[config.mk]
export PLATFORM = sky130hd
export DESIGN_NAME = lpt_rec_alu
export DESIGN_NICKNAME = d
export VERILOG_FILES = /design/src/hdl/assert_macros.svh /design/src/hdl/lpt_pkg.sv /design/src/hdl/lpt_rec_alu.sv
export SDC_FILE = /design/constraint.sdc
export NUM_CORES = 1
export LEC_CHECK = 0
export BUFFER_PORTS_ARGS = -buffer_cell sky130_fd_sc_hd__buf_2
export CAP_MARGIN = 20
export CORE_MARGIN = 10
export CORE_UTILIZATION = 47
export DETAILED_ROUTE_END_ITERATION = 10
export PLACE_DENSITY = 0.9
export SLEW_MARGIN = 5
export SYNTH_ARGS = -nofsm -noshare
export SYNTH_HDL_FRONTEND = slang
export SYNTH_SLANG_ARGS = --single-unit
[constraint.sdc]
create_clock -name vclk -period 3.29
set_input_delay 0 -clock vclk [all_inputs]
set_output_delay 0 -clock vclk [all_outputs]
set_load 0.01 [all_outputs]
[src/hdl/assert_macros.svh]
// ---------------------------------------------------------------------------
// Assertion macros
// Shared concurrent assertion forms for the label partition table.
// ---------------------------------------------------------------------------
`ifndef ASSERT_MACROS_SVH
`define ASSERT_MACROS_SVH

// Same-cycle implication, switched off while reset is low
`define LPT_ASSERT_IMPL(name, clk, rst_n, ante, cons) \
  name: assert property (@(posedge clk) disable iff (!rst_n) (ante) |-> (cons)) \
    else $error("lpt: same-cycle check failed");

// Next-cycle implication, switched off while reset is low
`define LPT_ASSERT_NEXT(name, clk, rst_n, ante, cons) \
  name: assert property (@(posedge clk) disable iff (!rst_n) (ante) |=> (cons)) \
    else $error("lpt: next-cycle check failed");

`endif

[src/hdl/lpt_pkg.sv]
// ---------------------------------------------------------------------------
// lpt_pkg
// Field widths, command codes and defaults of the label partition table.
// ---------------------------------------------------------------------------
package lpt_pkg;

  localparam int NUM_OBS_DEF    = 1024;
  localparam int NUM_LABELS_DEF = 64;

  localparam int CMD_W       = 2;
  localparam int OBS_IDX_W   = 10;
  localparam int LABEL_W     = 6;
  localparam int WEIGHT_W    = 32;
  localparam int COUNT_OUT_W = 11;
  localparam int SUM_W       = 42;
  localparam int USED_W      = 7;
  localparam int LIMIT_W     = 7;

  localparam logic [LIMIT_W-1:0]  LIMIT_RESET = 7'd64;
  localparam logic [WEIGHT_W-1:0] ONE_Q16     = 32'h0001_0000;

  localparam int CFG_ADDR_W = 1;
  localparam int CFG_DATA_W = 32;
  localparam logic [CFG_ADDR_W-1:0] ADDR_LABEL_LIMIT = 1'b0;

  typedef enum logic [CMD_W-1:0] {
    CMD_MOVE   = 2'd0,
    CMD_MERGE  = 2'd1,
    CMD_WEIGHT = 2'd2,
    CMD_QUERY  = 2'd3
  } cmd_t;

endpackage

[src/hdl/lpt_rec_alu.sv]
// ---------------------------------------------------------------------------
// lpt_rec_alu
// Shared add/subtract unit for a label record (member count, weight sum).
// ---------------------------------------------------------------------------
module lpt_rec_alu #(
  parameter int CNT_W = 11
) (
  input  logic                      sub,
  input  logic [CNT_W-1:0]          a_cnt,
  input  logic [lpt_pkg::SUM_W-1:0] a_sum,
  input  logic [CNT_W-1:0]          b_cnt,
  input  logic [lpt_pkg::SUM_W-1:0] b_sum,
  output logic [CNT_W-1:0]          res_cnt,
  output logic [lpt_pkg::SUM_W-1:0] res_sum
);

  // sums wrap modulo the field width
  always_comb begin
    if (sub) begin
      res_cnt = a_cnt - b_cnt;
      res_sum = a_sum - b_sum;
    end else begin
      res_cnt = a_cnt + b_cnt;
      res_sum = a_sum + b_sum;
    end
  end

endmodule

==> impl_results.md <==
- Worst Path Required: approximately 3300 ps
- Synth Area in Simple Gates: roughly a quarter
- Total track usage: 29.1%
- Power density over the cells: 321 nW/um2
- Initial Utilization: 48.9%
- DIE WIDTH: 110 um
- IO Pins: between 150 and 200
- Flip-flop and latch count: 0
- Drt initial violations: between 900 and 1000
- Placed cell count: between 900 and 1000
- First-pass GRT wire length: 29300 um
- Post-synth cell types: 59
- Wire per inst: between 20 and 25 um
- Critical Path End Type: primary output
- Area delta synth->final: 74.7%
- Slew Viols, Final: 0
- Worst slew pin tran: approximately 560 ps
- Commonest non-fill, non-tap cells in the layout: buf_2 (157), buf_4 (154), xnor2_1 (71)
- Gp weighted congestion: 1.04
- Total wire length: approximately 24000 um
- Layout Nets: 1056
- Clock buffer cells: 0
- Design Area, Final: 6700 um2
- Placed cell area: 5720 um2
- Synthesized cell area: between 3000 and 4000 um2
- Fin util: between 80% and 90%
- Max VDD drop: roughly 160 uV
- Min-delay src: a_cnt[1]
- Routed Antenna Nets: 0
- CP max FO: 6
- Commonest non-fill, non-tap cell in the layout: buf_2
- Post-synth top area cell: xnor2_1
- Chip Height: between 100 and 150 um
- Register area share after synthesis: 0%
- TritonRoute pass-1 iters: 9
- Mux cell area share after synthesis: 0.783%
- Status: complete, but fails checks
- Adder-Cell Fraction of Synth Area: 18.3%
- Final hold vios: 0
- Max Clk Rate: roughly 240 MHz
- Row Count: 32
- Drt drc: 0
- Main combinational cell family by area after synthesis: compound AO/OA/AOI/OAI gates
- Syn Nets: 740
- Worst Path Arrival: between 4000 and 5000 ps
- Port Buffers: 160
- Hold path depth: 3
- Top cell type's share of synthesized area: 18.5%
- Min-Delay Endpoint: res_cnt[1]
- Vias: 6635
- Syn. warnings: 0
- Total grt overflow: 0
- Post-CTS Hold Fix Bufs: 0
- Post-Syn Instances: 578
- Period utilisation layout: 128%
- Hpwl dp: 14100 um
- Max-cap violations: 0
- Compound-Gate Fraction of Synth Area: around 28%
- Largest net degree at the start of global routing: 21
- XOR/XNOR Fraction of Synth Area: around a fifth
- Post-Syn Area per Cell: approximately 6.6 um2
- Post-route minimum period: around 4200 ps
- CP Launch Type: primary input
- Unrepaired setup endpoints after global routing: true
- CORE AREA: just under 8000 um2
- Top cells by area, synth: xnor2_1 (18%), ha_1 (17%), a21oi_1 (10%)
- Share of layout cells above drive strength 1: 50.4%
- Die area: 12200 um2
- Vias per std cell: around 6.7
- Area of the multi-input gates: 4260 um2
- FF+latch area: 0 um2
- Min-Delay Path Class: primary input to primary output
- Failing checks: negative setup slack
- Finished Layout Cells: 995
- Post-route setup TNS: -10290 ps
- Relative slew slack: roughly 63%
- WS Path Type: primary input to primary output
- Worst Slack Setup Final: -907 ps
- Leak pwr: 0.00326 uW
- Vias in the first global route: approximately 6300
- Number of fill cells: roughly 400
- Antenna violations before repair: 1
- Final count of negative-setup-slack endpoints: 23
-- synthesized netlist by cell type, types with 5 or more instances --
cell / number
or4_1: 5
nor2_1: 63
o21ai_0: 30
nand2_1: 40
a31oi_1: 15
nand3_1: 7
xor2_1: 9
nand2b_1: 9
a21oi_1: 78
nor4_1: 6
o21a_1: 10
nor3_1: 19
xnor2_1: 81
ha_1: 53
nor2b_1: 7
nand4_1: 8
and3_1: 11
and2_1: 6
a21o_1: 6
inv_1: 41
clkbuf_1: 9
-- cell families after synthesis --
group,Yosys count
mux,3
simple gates,196
buf+inv,57
compound gates,176
xor+xnor,91
fa+ha+maj,55
-- worst max path at each step --
stage,end,slack (ps),depth (start not counted),from
after detailed placement,res_sum[41],-540,19,b_sum[9]
after CTS,res_sum[41],-380,20,b_sum[9]
after global routing,res_sum[32],-1010,16,b_sum[7]
after global placement,res_sum[41],-400,19,b_sum[9]
after floorplan,res_sum[41],-20,17,b_sum[9]
final,res_sum[41],-910,20,b_sum[7]
-- metrics by stage --
step	power [uW]	worst slack, ps	hold WS [ps]
after floorplan	920	-21.1	148
after global placement	1580	-404	388
after detailed placement	1660	-545	394
after CTS	1740	-381	395
after global routing	2240	-1010	407
final	2150	-907	392
-- worst max-delay path: stages --
cell and delay [ps]:
buf_6 100, or4_4 560, nor3_4 170, buf_6 140, and2_4 160, nand2_4 70, nor2_2 140, nor2_1 70
xnor2_1 300, ha_2 390, a21oi_1 380, nor2_1 110, o221ai_1 240, a21o_1 270, o311ai_4 130, o21ai_4 170
a21oi_2 90, or4_4 430, o311a_1 140, buf_6 130
-- layer usage --
metal | routed length, um | global-route usage [%] | vias up
li1 | - | - | 2704
met1 | 7730 | 29.7 | 2900
met2 | 10900 | 52.1 | 753
met3 | 3440 | 7.54 | 278
met4 | 2360 | 17.9 | 0
met5 | 0 | 0 | -
-- timing repair --
item                                    in CTS  in global routing
pin swaps                                   18                 67
endpoints found under the setup margin      18                 26
setup buffers                               10                 26
gates resized for setup                     50                118
-- area by class of cell --
cell class / count / share of cell area, %
Tap cell: 102 / 1.90
Multi-Input combinational cell: 521 / 63.6
Timing Repair Buffer: 330 / 32.2
Antenna cell: 1 / 0.0373
Inverter: 41 / 2.30
-- report_power, final --
group | internal [uW] | total, uW | switching, uW
clock network | 0.0000408 | 0.0000408 | 0
logic | 976 | 2150 | 1170
registers | 0 | 0 | 0
total | 976 | 2150 | 1170
No activity file was read; power rests on OpenSTA's default activity.
