$ cat src/hdl/assert_macros.svh
// ---------------------------------------------------------------------------
// Assertion macros
// Shared concurrent assertion forms for the label partition table.
// ---------------------------------------------------------------------------
`ifndef ASSERT_MACROS_SVH
`define ASSERT_MACROS_SVH

// Same-cycle implication, switched off while reset is low
`define LPT_ASSERT_IMPL(name, clk, rst_n, ante, cons) \
  name: assert property (@(posedge clk) disable iff (!rst_n) (ante) |-> (cons)) \
    else $error("lpt: same-cycle check failed");

// Next-cycle implication, switched off while reset is low
`define LPT_ASSERT_NEXT(name, clk, rst_n, ante, cons) \
  name: assert property (@(posedge clk) disable iff (!rst_n) (ante) |=> (cons)) \
    else $error("lpt: next-cycle check failed");

`endif

$ cat src/hdl/lpt_ram.sv
// ---------------------------------------------------------------------------
// lpt_ram
// Generic simple dual-port RAM, one write and one registered read port.
// ---------------------------------------------------------------------------
module lpt_ram #(
  parameter int WIDTH = 8,
  parameter int DEPTH = 64
) (
  input  logic                     clk,
  input  logic                     we,
  input  logic [$clog2(DEPTH)-1:0] waddr,
  input  logic [WIDTH-1:0]         wdata,
  input  logic                     re,
  input  logic [$clog2(DEPTH)-1:0] raddr,
  output logic [WIDTH-1:0]         rdata
);

  logic [WIDTH-1:0] mem [DEPTH];

  always_ff @(posedge clk) begin
    if (we) begin
      mem[waddr] <= wdata;
    end
    // hold read data between reads
    if (re) begin
      rdata <= mem[raddr];
    end
  end

endmodule

$ cat config.mk
export PLATFORM = sky130hd
export DESIGN_NAME = lpt_ram
export DESIGN_NICKNAME = d
export VERILOG_FILES = /design/src/hdl/assert_macros.svh /design/src/hdl/lpt_ram.sv
export SDC_FILE = /design/constraint.sdc
export NUM_CORES = 1
export LEC_CHECK = 0
export BUFFER_PORTS_ARGS = -buffer_cell sky130_fd_sc_hd__buf_2
export CAP_MARGIN = 20
export CORE_AREA = 2 2 205 207
export DETAILED_ROUTE_END_ITERATION = 10
export DIE_AREA = 0 0 207 209
export PLACE_DENSITY = 0.63
export SLEW_MARGIN = 0
export SYNTH_ARGS = -nofsm -noshare
export SYNTH_HDL_FRONTEND = slang
export SYNTH_SLANG_ARGS = --single-unit
$ cat constraint.sdc
create_clock -name clk -period 6.5 [get_ports clk]
set_input_delay 1.3 -clock clk [delete_from_list [all_inputs] [get_ports clk]]
set_output_delay 1.3 -clock clk [all_outputs]
set_load 0.02 [all_outputs]
==> results.md, run 1 <==
- Unique masters post-synth: 39
- Post-synth top flop: sky130_fd_sc_hd__edfxtp_1
- Peak clock frequency supported by timing: 0.2800 GHz
- Result of the run: complete, no violations
- Count of final max-slew check failures: 0
- Top-Level Pins: 31
- Detailed placer's ending HPWL: 25,760 microns
- Antenna-violating nets left: 0
- Vias in the first global route: 9,637
- R2R cell count: 5
- Share of total power in the clock network: 0.411
- GR Layer Usage met3: 0.03622
- Time the worst path needs with I/O delays and setup: 3.571 ns
- CTS tree: built
- Static leakage: 6.961 nW
- Power density over the cells: 306.1 nW/um^2
- Input/output buffers: 30
- Internal: 0.005481 W
- Effective utilization at floorplan: 0.4904
- Final cell count without fillers: 1,565
- Routability congestion estimate: 0.8096
- Flops & latches, synth: 520
- Number of clock buffers inserted by TritonCTS: 51
- Combinational share of power: 0.049
- MaxCap Viol Count: 0
- Remaining global-route overflow: 0
- Final core utilization: 0.5464
- Total global routing track utilization: 0.2069
- Crit Path Max Fanout: 43
- Sw Share: 0.2063
- Critical path class: in2reg
- Clock root buffer: sky130_fd_sc_hd__clkbuf_16
- Most heavily used metal layer in global routing: met2
- Highest ir drop seen on vdd: 0.1763 mV
- Global routing usage on met2: 0.3306
- Slack of the worst reg-to-reg path: 4.20 ns
- Net switching power: 0.001425 W
- Setup Buffers After CTS: 0
- Worst endpoint required time: 6.82 ns
- Die Span X: 207 microns
- Hold Path Class: reg2reg
- Met1 capacity usage during global routing: 0.2941
- Share of the cycle needed by the critical path after routing: 0.5494
- Clk pin slew, worst setup/hold paths: 0.06 ns
- Overall die height: 209 microns
- RSZ-0062 raised after global routing: false
- Count of final hold-check violations: 0
- Top library cells by usage in the layout, fill and taps aside: 520 x sky130_fd_sc_hd__edfxtp_1, 126 x sky130_fd_sc_hd__mux4_2, 83 x sky130_fd_sc_hd__nor2_1
- Number of DRC markers in iteration 0: 924
- Syn Std Cell Area: 20,250 sq um
- Synth Area per Inst: 21.54 sq um
- Number of warnings reported in the yosys synthesis log: 0
- Headroom to the max-slew limit: 0.3019
- DRC Markers: 0
- Setup TNS: 0 ns
- Drt wl/cell: 28.17 microns
- Number of nets in the finished design: 1,011
- Pin count of the biggest net entering global routing: 77
- Post-Synthesis Cells: 940
- Largest buffer count on any clock path: 3
- Final routed wirelength across all metal layers: 44,090 microns
- Final setup slack of the worst path: 2.929 ns
- Area grow syn2layout: 11.43%
- Area of the core: 41,290 sq um
- Post_cts resized: 0
- Initial antenna violation count: 1
- Share of synthesized registers carrying an async set or reset: 0
- Commonest non-fill, non-tap cell in the layout: sky130_fd_sc_hd__edfxtp_1
- Number of vias in the routed layout: 9,403
- Data arrival time of the critical path: 3.89 ns
- Power after layout: 0.006906 W
- Worst Hold Path Cells: 4
- Post-Place Worst Slack: 2.290 ns
- Slew at the pin closest to its max-slew limit: 1.043 ns
- Clock Sinks: 520
- Via density per instance: 6.008
- Diode insertion count for antenna repair: 0
- Worst skew pair latency: 0.58 ns
- Clk_skew: 0.01161 ns
- Number of synthesized flops with an enable pin: 520
- Sequential cell fraction of total power: 0.540
- Die Area: 43,260 sq um
- Synthesized netlist net count: 963
- Sequential element share of the synthesized area: 0.7712
- H-tree depth: 2
- Global-route wire length before repair: 65,150 microns
- Cts-stage hold buffer count: 0
- Pre-antenna DRT Iters: 7
- Kind of end point of the critical path: register
- Cell count after placement: 1,470
- Startpoint kind of the worst setup timing path: input pin
- Count of standard-cell rows: 75
- Setup violations, final: 0
- Ratio of cells with drive above 1 in the final layout: 0.2485
cells by family after synthesis:
kind of cell    count (synthesis)  synth area share
simple gates                  153           0.03374
flops                         520            0.7712
compound gates                 54           0.02064
buf+inv                        51           0.01563
mux                           162            0.1588
final cells by class:
type	count	area [sq um]
clock inverter	29	232.7
fill	3135	18730
clock buffer	62	1360
sequential	520	15620
tap	539	674.4
timing repair buffer	46	354.1
multi-input combinational	369	4325
metal layers:
layer / vias up / wire, microns / share of wire
met5: - / 13 / 0.00029
met2: 320 / 21440 / 0.49
li1: 4031 / - / -
met3: 74 / 2869 / 0.065
met4: 2 / 1131 / 0.026
met1: 4976 / 18640 / 0.42
power by group through the flow:
stage / clock network (W) / registers, W / logic [W]
2_1_floorplan: 0 / 0.00380 / 0.000198
3_3_place_gp: 0 / 0.00380 / 0.000334
3_5_place_dp: 0 / 0.00380 / 0.000339
4_1_cts: 0.00289 / 0.00373 / 0.000339
5_1_grt: 0.00302 / 0.00373 / 0.000364
6_report: 0.00284 / 0.00373 / 0.000341
critical path, stage by stage:
cell and delay (ns):
sky130_fd_sc_hd__buf_4 0.49, sky130_fd_sc_hd__buf_4 0.66, sky130_fd_sc_hd__mux4_2 0.41, sky130_fd_sc_hd__mux2_2 0.28, sky130_fd_sc_hd__o221a_2 0.29, sky130_fd_sc_hd__nor3_1 0.30, sky130_fd_sc_hd__o32ai_1 0.13
registers in the layout, indices dropped and copies added (netlist names):
name,count
mem,512
rdata,8
final timing paths:
check                  startpoint                  to
min          mem[34][1]$_DFFE_PP_  rdata[1]$_DFFE_PP_
min reg2reg  mem[34][1]$_DFFE_PP_  rdata[1]$_DFFE_PP_
max reg2reg  mem[16][6]$_DFFE_PP_  rdata[6]$_DFFE_PP_
max                      raddr[2]  rdata[4]$_DFFE_PP_
per-stage QoR:
stage          hold WS [ns]  instance area [sq um]
2_1_floorplan        0.7971                  20250
3_3_place_gp         0.8559                  20880
3_5_place_dp         0.8832                  20880
4_1_cts              0.8956                  22470
5_1_grt              0.9428                  22560
6_report             0.8767                  22560
synthesized netlist by cell type, types with 4 or more instances:
library cell / n / area, sq um
sky130_fd_sc_hd__buf_4: 13 / 97.59
sky130_fd_sc_hd__mux2_2: 13 / 146.4
sky130_fd_sc_hd__nor3_1: 7 / 35.03
sky130_fd_sc_hd__a221oi_1: 6 / 52.55
sky130_fd_sc_hd__clkbuf_1: 17 / 63.81
sky130_fd_sc_hd__nand2_1: 19 / 71.32
sky130_fd_sc_hd__mux4_2: 126 / 2838
sky130_fd_sc_hd__nor2_1: 83 / 311.6
sky130_fd_sc_hd__nor2b_1: 14 / 87.58
sky130_fd_sc_hd__buf_6: 4 / 45.04
sky130_fd_sc_hd__edfxtp_1: 520 / 15610
sky130_fd_sc_hd__a211oi_1: 4 / 30.03
sky130_fd_sc_hd__mux2i_1: 23 / 230.2
sky130_fd_sc_hd__nand3_1: 13 / 65.06
sky130_fd_sc_hd__o221ai_1: 8 / 70.07
sky130_fd_sc_hd__buf_2: 11 / 55.05
sky130_fd_sc_hd__buf_1: 4 / 15.01
sky130_fd_sc_hd__o22ai_1: 8 / 50.05
sky130_fd_sc_hd__nand2b_1: 7 / 43.79
No activity file was read; power rests on OpenSTA's default activity.
==> run 2: changes to the inputs <==
- ABC_AREA: not set -> 1
- CORE_AREA: 2 2 205 207 -> 2 2 210 212
- DIE_AREA: 0 0 207 209 -> 0 0 212 214
- clock period: 6.5 -> 3.7 ns (I/O delays scaled with it)
==> results.md, run 2 <==
- Setup Buffers After CTS: 0
- Final routed wirelength across all metal layers: 55,140 microns
- Share of synthesized registers carrying an async set or reset: 0
- Highest ir drop seen on vdd: 0.3708 mV
- Unique masters post-synth: 15
- RSZ-0062 raised after global routing: false
- Clk pin slew, worst setup/hold paths: 0.06 ns
- Sequential element share of the synthesized area: 0.7290
- Number of DRC markers in iteration 0: 1,632
- Critical Path Slowest Stage Cell: sky130_fd_sc_hd__buf_4
- Effective utilization at floorplan: 0.4994
- Hold Path Class: in2reg
- Critical path class: in2reg
- Cell taking the most area after synthesis: sky130_fd_sc_hd__edfxtp_1
- Worst skew pair latency: 0.60 ns
- Startpoint kind of the worst setup timing path: input pin
- Placed Area: 22,190 sq um
- Power after layout: 0.01260 W
- Worst reg2reg path startpoint: mem[15][5]$_DFFE_PP_
- Antenna-violating nets left: 0
- Ratio of cells with drive above 1 in the final layout: 0.09466
- Detailed placer's ending HPWL: 32,840 microns
- Area of the core: 42,890 sq um
- Slack of the worst reg-to-reg path: 2.22 ns
- Peak clock frequency supported by timing: 0.4551 GHz
- Cell repeated most along the worst path: sky130_fd_sc_hd__nand3_1
- Data arrival time of the critical path: 2.56 ns
- Static leakage: 8.631 nW
- DRC Markers: 0
- Clock Sinks: 520
- Post_cts resized: 0
- Start point of the worst min-delay path: re
- Final core utilization: 0.5568
- Max reg flops: 512
- H-tree depth: 2
- Area of combinational cells with multiple inputs: 4946 sq um
- Pin count of the biggest net entering global routing: 129
- Slowest Stage Delay on Critical Path: 0.72 ns
- Drt wl/cell: 22.23 microns
- Synth Area per Inst: 11.87 sq um
- Reg2reg end: rdata[5]$_DFFE_PP_
- Number of nets in the finished design: 1,877
- Headroom to the max-slew limit: 0.3486
- Worst-case hold path end point: rdata[0]$_DFFE_PP_
- Count of final hold-check violations: 0
- Count of final max-slew check failures: 0
- Input/output buffers: 30
- Area grow syn2layout: 11.48%
- Post-Synthesis Cells: 1,805
- Clk_skew: 0.01657 ns
- Vias in the first global route: 13,690
- Number of warnings reported in the yosys synthesis log: 0
- Slew at the pin closest to its max-slew limit: 0.9770 ns
- Synth cell count leaders: 648 x sky130_fd_sc_hd__nand2_1, 520 x sky130_fd_sc_hd__edfxtp_1, 439 x sky130_fd_sc_hd__nand3_1
- Syn Std Cell Area: 21,420 sq um
- Clock root buffer: sky130_fd_sc_hd__clkbuf_16
- Design Area, Final: 23,880 sq um
- Worst Hold Path Cells: 1
- Routability congestion estimate: 0.8759
- Number of vias in the routed layout: 14,090
- Register ranked first by flip-flop count: mem
- Setup TNS: 0 ns
- Top-Level Pins: 31
- Flops & latches, synth: 520
- Die Area: 45,370 sq um
- Number of synthesized flops with an enable pin: 520
- R2R cell count: 8
- Time the worst path needs with I/O delays and setup: 2.197 ns
- Cell with the most instances after synthesis: sky130_fd_sc_hd__nand2_1
- Top library cells by usage in the layout, fill and taps aside: 648 x sky130_fd_sc_hd__nand2_1, 520 x sky130_fd_sc_hd__edfxtp_1, 439 x sky130_fd_sc_hd__nand3_1
- Post-synth top flop: sky130_fd_sc_hd__edfxtp_1
- Count of standard-cell rows: 76
- Combined buffer and inverter count along the critical path: 2
- Total global routing track utilization: 0.2479
- Number of clock buffers inserted by TritonCTS: 53
- Final cell count without fillers: 2,480
- Synthesized netlist net count: 1,828
- Global-route wire length before repair: 83,860 microns
- Crit Path Max Fanout: 80
- Power density over the cells: 527.7 nW/um^2
- Die Span X: 212 microns
- Share of the cycle needed by the critical path after routing: 0.5938
- Sequential cell area in the final layout: 15,620 sq um
- Setup violations, final: 0
- Proportion of netlist area held by the largest area contributor: 0.7290
- Gate family responsible for the most delay along the worst path: simple AND/OR/NAND/NOR gates
- Largest buffer count on any clock path: 3
- Result of the run: complete, no violations
- CTS tree: built
- Cell count after placement: 2,384
- Initial antenna violation count: 4
- Kind of end point of the critical path: register
- Cts-stage hold buffer count: 0
- Via density per instance: 5.681
- Cell chain of the critical path: buf_4 > buf_4 > nand3_1 > nand3_1 > nand2_1 > nand2_1 > nand3_1 > nand3_1 > nand2_1
- Pre-antenna DRT Iters: 6
- Commonest non-fill, non-tap cell in the layout: sky130_fd_sc_hd__nand2_1
- Worst endpoint required time: 4.06 ns
- MaxCap Viol Count: 0
- Registers with the most flip-flops: mem: 512 flops, rdata: 8 flops
- Number of fill cells in the layout: 3,596
- Overall die height: 214 microns
- Remaining global-route overflow: 0
- Ranking of synthesized cells by area: sky130_fd_sc_hd__edfxtp_1 73%, sky130_fd_sc_hd__nand2_1 11%, sky130_fd_sc_hd__nand3_1 10%, sky130_fd_sc_hd__buf_6 1.8%, sky130_fd_sc_hd__nor2_1 0.98%
run 2: worst max-delay path by stage:
stage	from	to	slack, ns	cells past startpoint
after floorplan	we	mem[48][0]$_DFFE_PP_	1.19	3
after global placement	raddr[1]	rdata[4]$_DFFE_PP_	0.93	9
after detailed placement	raddr[2]	rdata[3]$_DFFE_PP_	0.92	9
after CTS	raddr[2]	rdata[3]$_DFFE_PP_	1.55	9
after global routing	raddr[1]	rdata[3]$_DFFE_PP_	1.35	9
final	raddr[1]	rdata[6]$_DFFE_PP_	1.50	9
run 2: cells by family (layout without fill, tap and decap cells):
group,Yosys count,in the layout,synth area share
other,0,4,0
DFF,520,520,0.7290
buffers and inverters,125,211,0.04007
and+or+nand+nor,1160,1160,0.2309
run 2: area by class of cell:
cell class | instances | share of cell area
inverters | 12 | 0.002201
clock buffers | 64 | 0.05727
flip-flops and latches | 520 | 0.6539
repair buffers | 107 | 0.03516
diodes | 4 | 0.0004192
clock inverters | 28 | 0.01326
well taps | 585 | 0.03065
multi-input cells | 1160 | 0.2071
run 2: power by group:
group	switching [W]	total, W	leakage, nW	internal (W)
registers	0.0000199	0.00655	4.69	0.00653
clock network	0.00217	0.00527	0.819	0.00310
logic	0.000591	0.000781	3.13	0.000190
run 2: layer usage:
metal,wire length [microns],vias up,GRT usage
li1,-,6458,-
met1,22720,6859,0.3515
met2,25340,650,0.3779
met3,5158,120,0.04985
met4,1898,2,0.09812
met5,13,-,0
run 2: stage by stage:
stage	hold WS (ns)	setup slack (ns)
global route	0.5155	1.355
global placement	0.9116	0.9256
CTS	0.5028	1.546
finish	0.5318	1.503
floorplan	0.7972	1.194
detailed placement	0.8905	0.9232
==> run 3: changes to the inputs <==
- PLACE_DENSITY: 0.63 -> 0.66
- clock period: 3.7 -> 1.9 ns (I/O delays scaled with it)
==> results.md, run 3 (synthesized netlist as in run 2, its figures left out) <==
- Hold Path Class: in2reg
- Clock Sinks: 520
- Area of combinational cells with multiple inputs: 4946 sq um
- Via density per instance: 5.498
- Area grow syn2layout: 15.41%
- Count of standard-cell rows: 76
- Pin count of the biggest net entering global routing: 97
- Vias in the first global route: 13,740
- Detailed-routed wire length on met3: 4425 microns
- Register ranked first by flip-flop count: mem
- Number of clock buffers inserted by TritonCTS: 52
- Worst Hold Path Cells: 1
- Registers with the most flip-flops: mem: 512 flops, rdata: 8 flops
- Kind of end point of the critical path: output pin
- Sequential cell fraction of total power: 0.504
- Clock root buffer: sky130_fd_sc_hd__clkbuf_16
- Headroom to the max-slew limit: 0.4748
- Peak clock frequency supported by timing: 0.6200 GHz
- Start point of the worst min-delay path: re
- Worst skew pair latency: 0.59 ns
- Post_cts resized: 0
- Count of final max-slew check failures: 0
- Sequential cell area in the final layout: 15,620 sq um
- Startpoint kind of the worst setup timing path: register
- Wl on met1: 21,440 microns
- Clk_skew: 0.02315 ns
- Largest buffer count on any clock path: 3
- RSZ-0062 raised after global routing: false
- Area of the core: 42,890 sq um
- Reg2reg end: rdata[1]$_DFFE_PP_
- Antenna-violating nets left: 0
- Detailed placer's ending HPWL: 31,120 microns
- Initial antenna violation count: 3
- Net switching power: 0.005374 W
- Time the worst path needs with I/O delays and setup: 1.613 ns
- Worst-case hold path end point: rdata[4]$_DFFE_PP_
- Ratio of cells with drive above 1 in the final layout: 0.1275
- Count of final hold-check violations: 0
- Crit. path cell count: 1
- Critical path class: reg2out
- Gate family responsible for the most delay along the worst path: flip-flops
- Setup Buffers After CTS: 0
- Combined buffer and inverter count along the critical path: 1
- Die Span X: 212 microns
- Critical Path Slowest Stage Cell: sky130_fd_sc_hd__edfxtp_1
- Internal: 0.01993 W
- MaxCap Viol Count: 0
- Slew at the pin closest to its max-slew limit: 0.7878 ns
- Sw Share: 0.2124
- Number of nets in the finished design: 1,936
- Static leakage: 9.092 nW
- Share of total power in the clock network: 0.433
- Share of the cycle needed by the critical path after routing: 0.8490
- Commonest non-fill, non-tap cell in the layout: sky130_fd_sc_hd__nand2_1
- Cts-stage hold buffer count: 0
- Worst reg2reg path startpoint: mem[19][1]$_DFFE_PP_
- Power density over the cells: 1023 nW/um^2
- Top library cells by usage in the layout, fill and taps aside: 648 x sky130_fd_sc_hd__nand2_1, 520 x sky130_fd_sc_hd__edfxtp_1, 439 x sky130_fd_sc_hd__nand3_1
- Effective utilization at floorplan: 0.4994
- Crit Path Max Fanout: 1
- Drt wl/cell: 20.27 microns
- Combinational share of power: 0.064
- Power after layout: 0.02530 W
- Slack of the worst reg-to-reg path: 0.34 ns
- Max reg flops: 512
- Remaining global-route overflow: 0
- Result of the run: complete, no violations
- Top-Level Pins: 31
- Total global routing track utilization: 0.2321
- H-tree depth: 2
- Cell chain of the critical path: buf_2
- CTS tree: built
- Number of vias in the routed layout: 13,960
- Input/output buffers: 30
- Top routing layer used: met5
- Highest ir drop seen on vdd: 0.7377 mV
- Overall die height: 214 microns
- Number of DRC markers in iteration 0: 1,530
- Setup TNS: 0 ns
- Met2 Routed Length: 23,810 microns
- Slowest Stage Delay on Critical Path: 0.46 ns
- Final routed wirelength across all metal layers: 51,490 microns
- R2R cell count: 8
- Routability congestion estimate: 0.9159
- Worst endpoint required time: 1.52 ns
- Number of fill cells in the layout: 3,409
- Die Area: 45,370 sq um
- Setup violations, final: 0
- Clk pin slew, worst setup/hold paths: 0.06 ns
- Data arrival time of the critical path: 1.23 ns
- DRC Markers: 0
- Global-route wire length before repair: 79,810 microns
- Pre-antenna DRT Iters: 5
## run 3: changes by cell type in the layout (fill, tap and decap cells not counted), sizes merged
cell	previous run	this run
clkinvlp	1	3
diode	4	2
buf	106	167
clkinv	17	16
bufinv	7	12
inv	15	13
clkbuf	65	62
## run 3: worst max-delay path by stage
stage | slack (ns) | from | to
2_1_floorplan | -0.25 | we | mem[48][0]$_DFFE_PP_
3_3_place_gp | -0.15 | raddr[1] | rdata[1]$_DFFE_PP_
3_5_place_dp | -0.14 | raddr[1] | rdata[6]$_DFFE_PP_
4_1_cts | 0.23 | rdata[5]$_DFFE_PP_ | rdata[5]
5_1_grt | 0.26 | mem[19][1]$_DFFE_PP_ | rdata[1]$_DFFE_PP_
6_report | 0.29 | rdata[5]$_DFFE_PP_ | rdata[5]
## run 3: routing by layer
metal  GRT usage  vias to the layer above
met1      0.3236                     6682
met4     0.08803                        2
met2      0.3560                      575
li1            -                     6576
met3     0.05439                      129
met5           0                        -
## run 3: final cells by class
| class | instances | share of cell area |
|---|---|---|
| Inverter | 12 | 0.002126 |
| Tap cell | 585 | 0.02961 |
| Multi-Input combinational cell | 1160 | 0.2001 |
| Antenna cell | 2 | 0.0002025 |
| Timing Repair Buffer | 167 | 0.06221 |
| Clock inverter | 32 | 0.01908 |
| Clock buffer | 62 | 0.05502 |
| Sequential cell | 520 | 0.6317 |
## run 3: power by group through the flow
stage / Sequential (W) / Combinational [W] / Clock, W
finish: 0.0127 / 0.00161 / 0.0109
floorplan: 0.0130 / 0.000893 / 0
detailed placement: 0.0130 / 0.00159 / 0
CTS: 0.0127 / 0.00160 / 0.0111
global placement: 0.0130 / 0.00157 / 0
global route: 0.0127 / 0.00176 / 0.0115
## run 3: metrics by stage
stage	area, sq um	hold WS (ns)	util	worst slack, ns	instances
2_1_floorplan	21420	0.4789	-	-0.2461	1805
4_1_cts	24720	0.1555	0.5763	0.2311	2538
5_1_grt	24720	0.1797	0.5764	0.2648	2539
3_3_place_gp	22880	0.7721	0.5336	-0.1503	2444
6_report	24720	0.2032	0.5764	0.2870	2540
3_5_place_dp	22880	0.7767	0.5336	-0.1368	2444
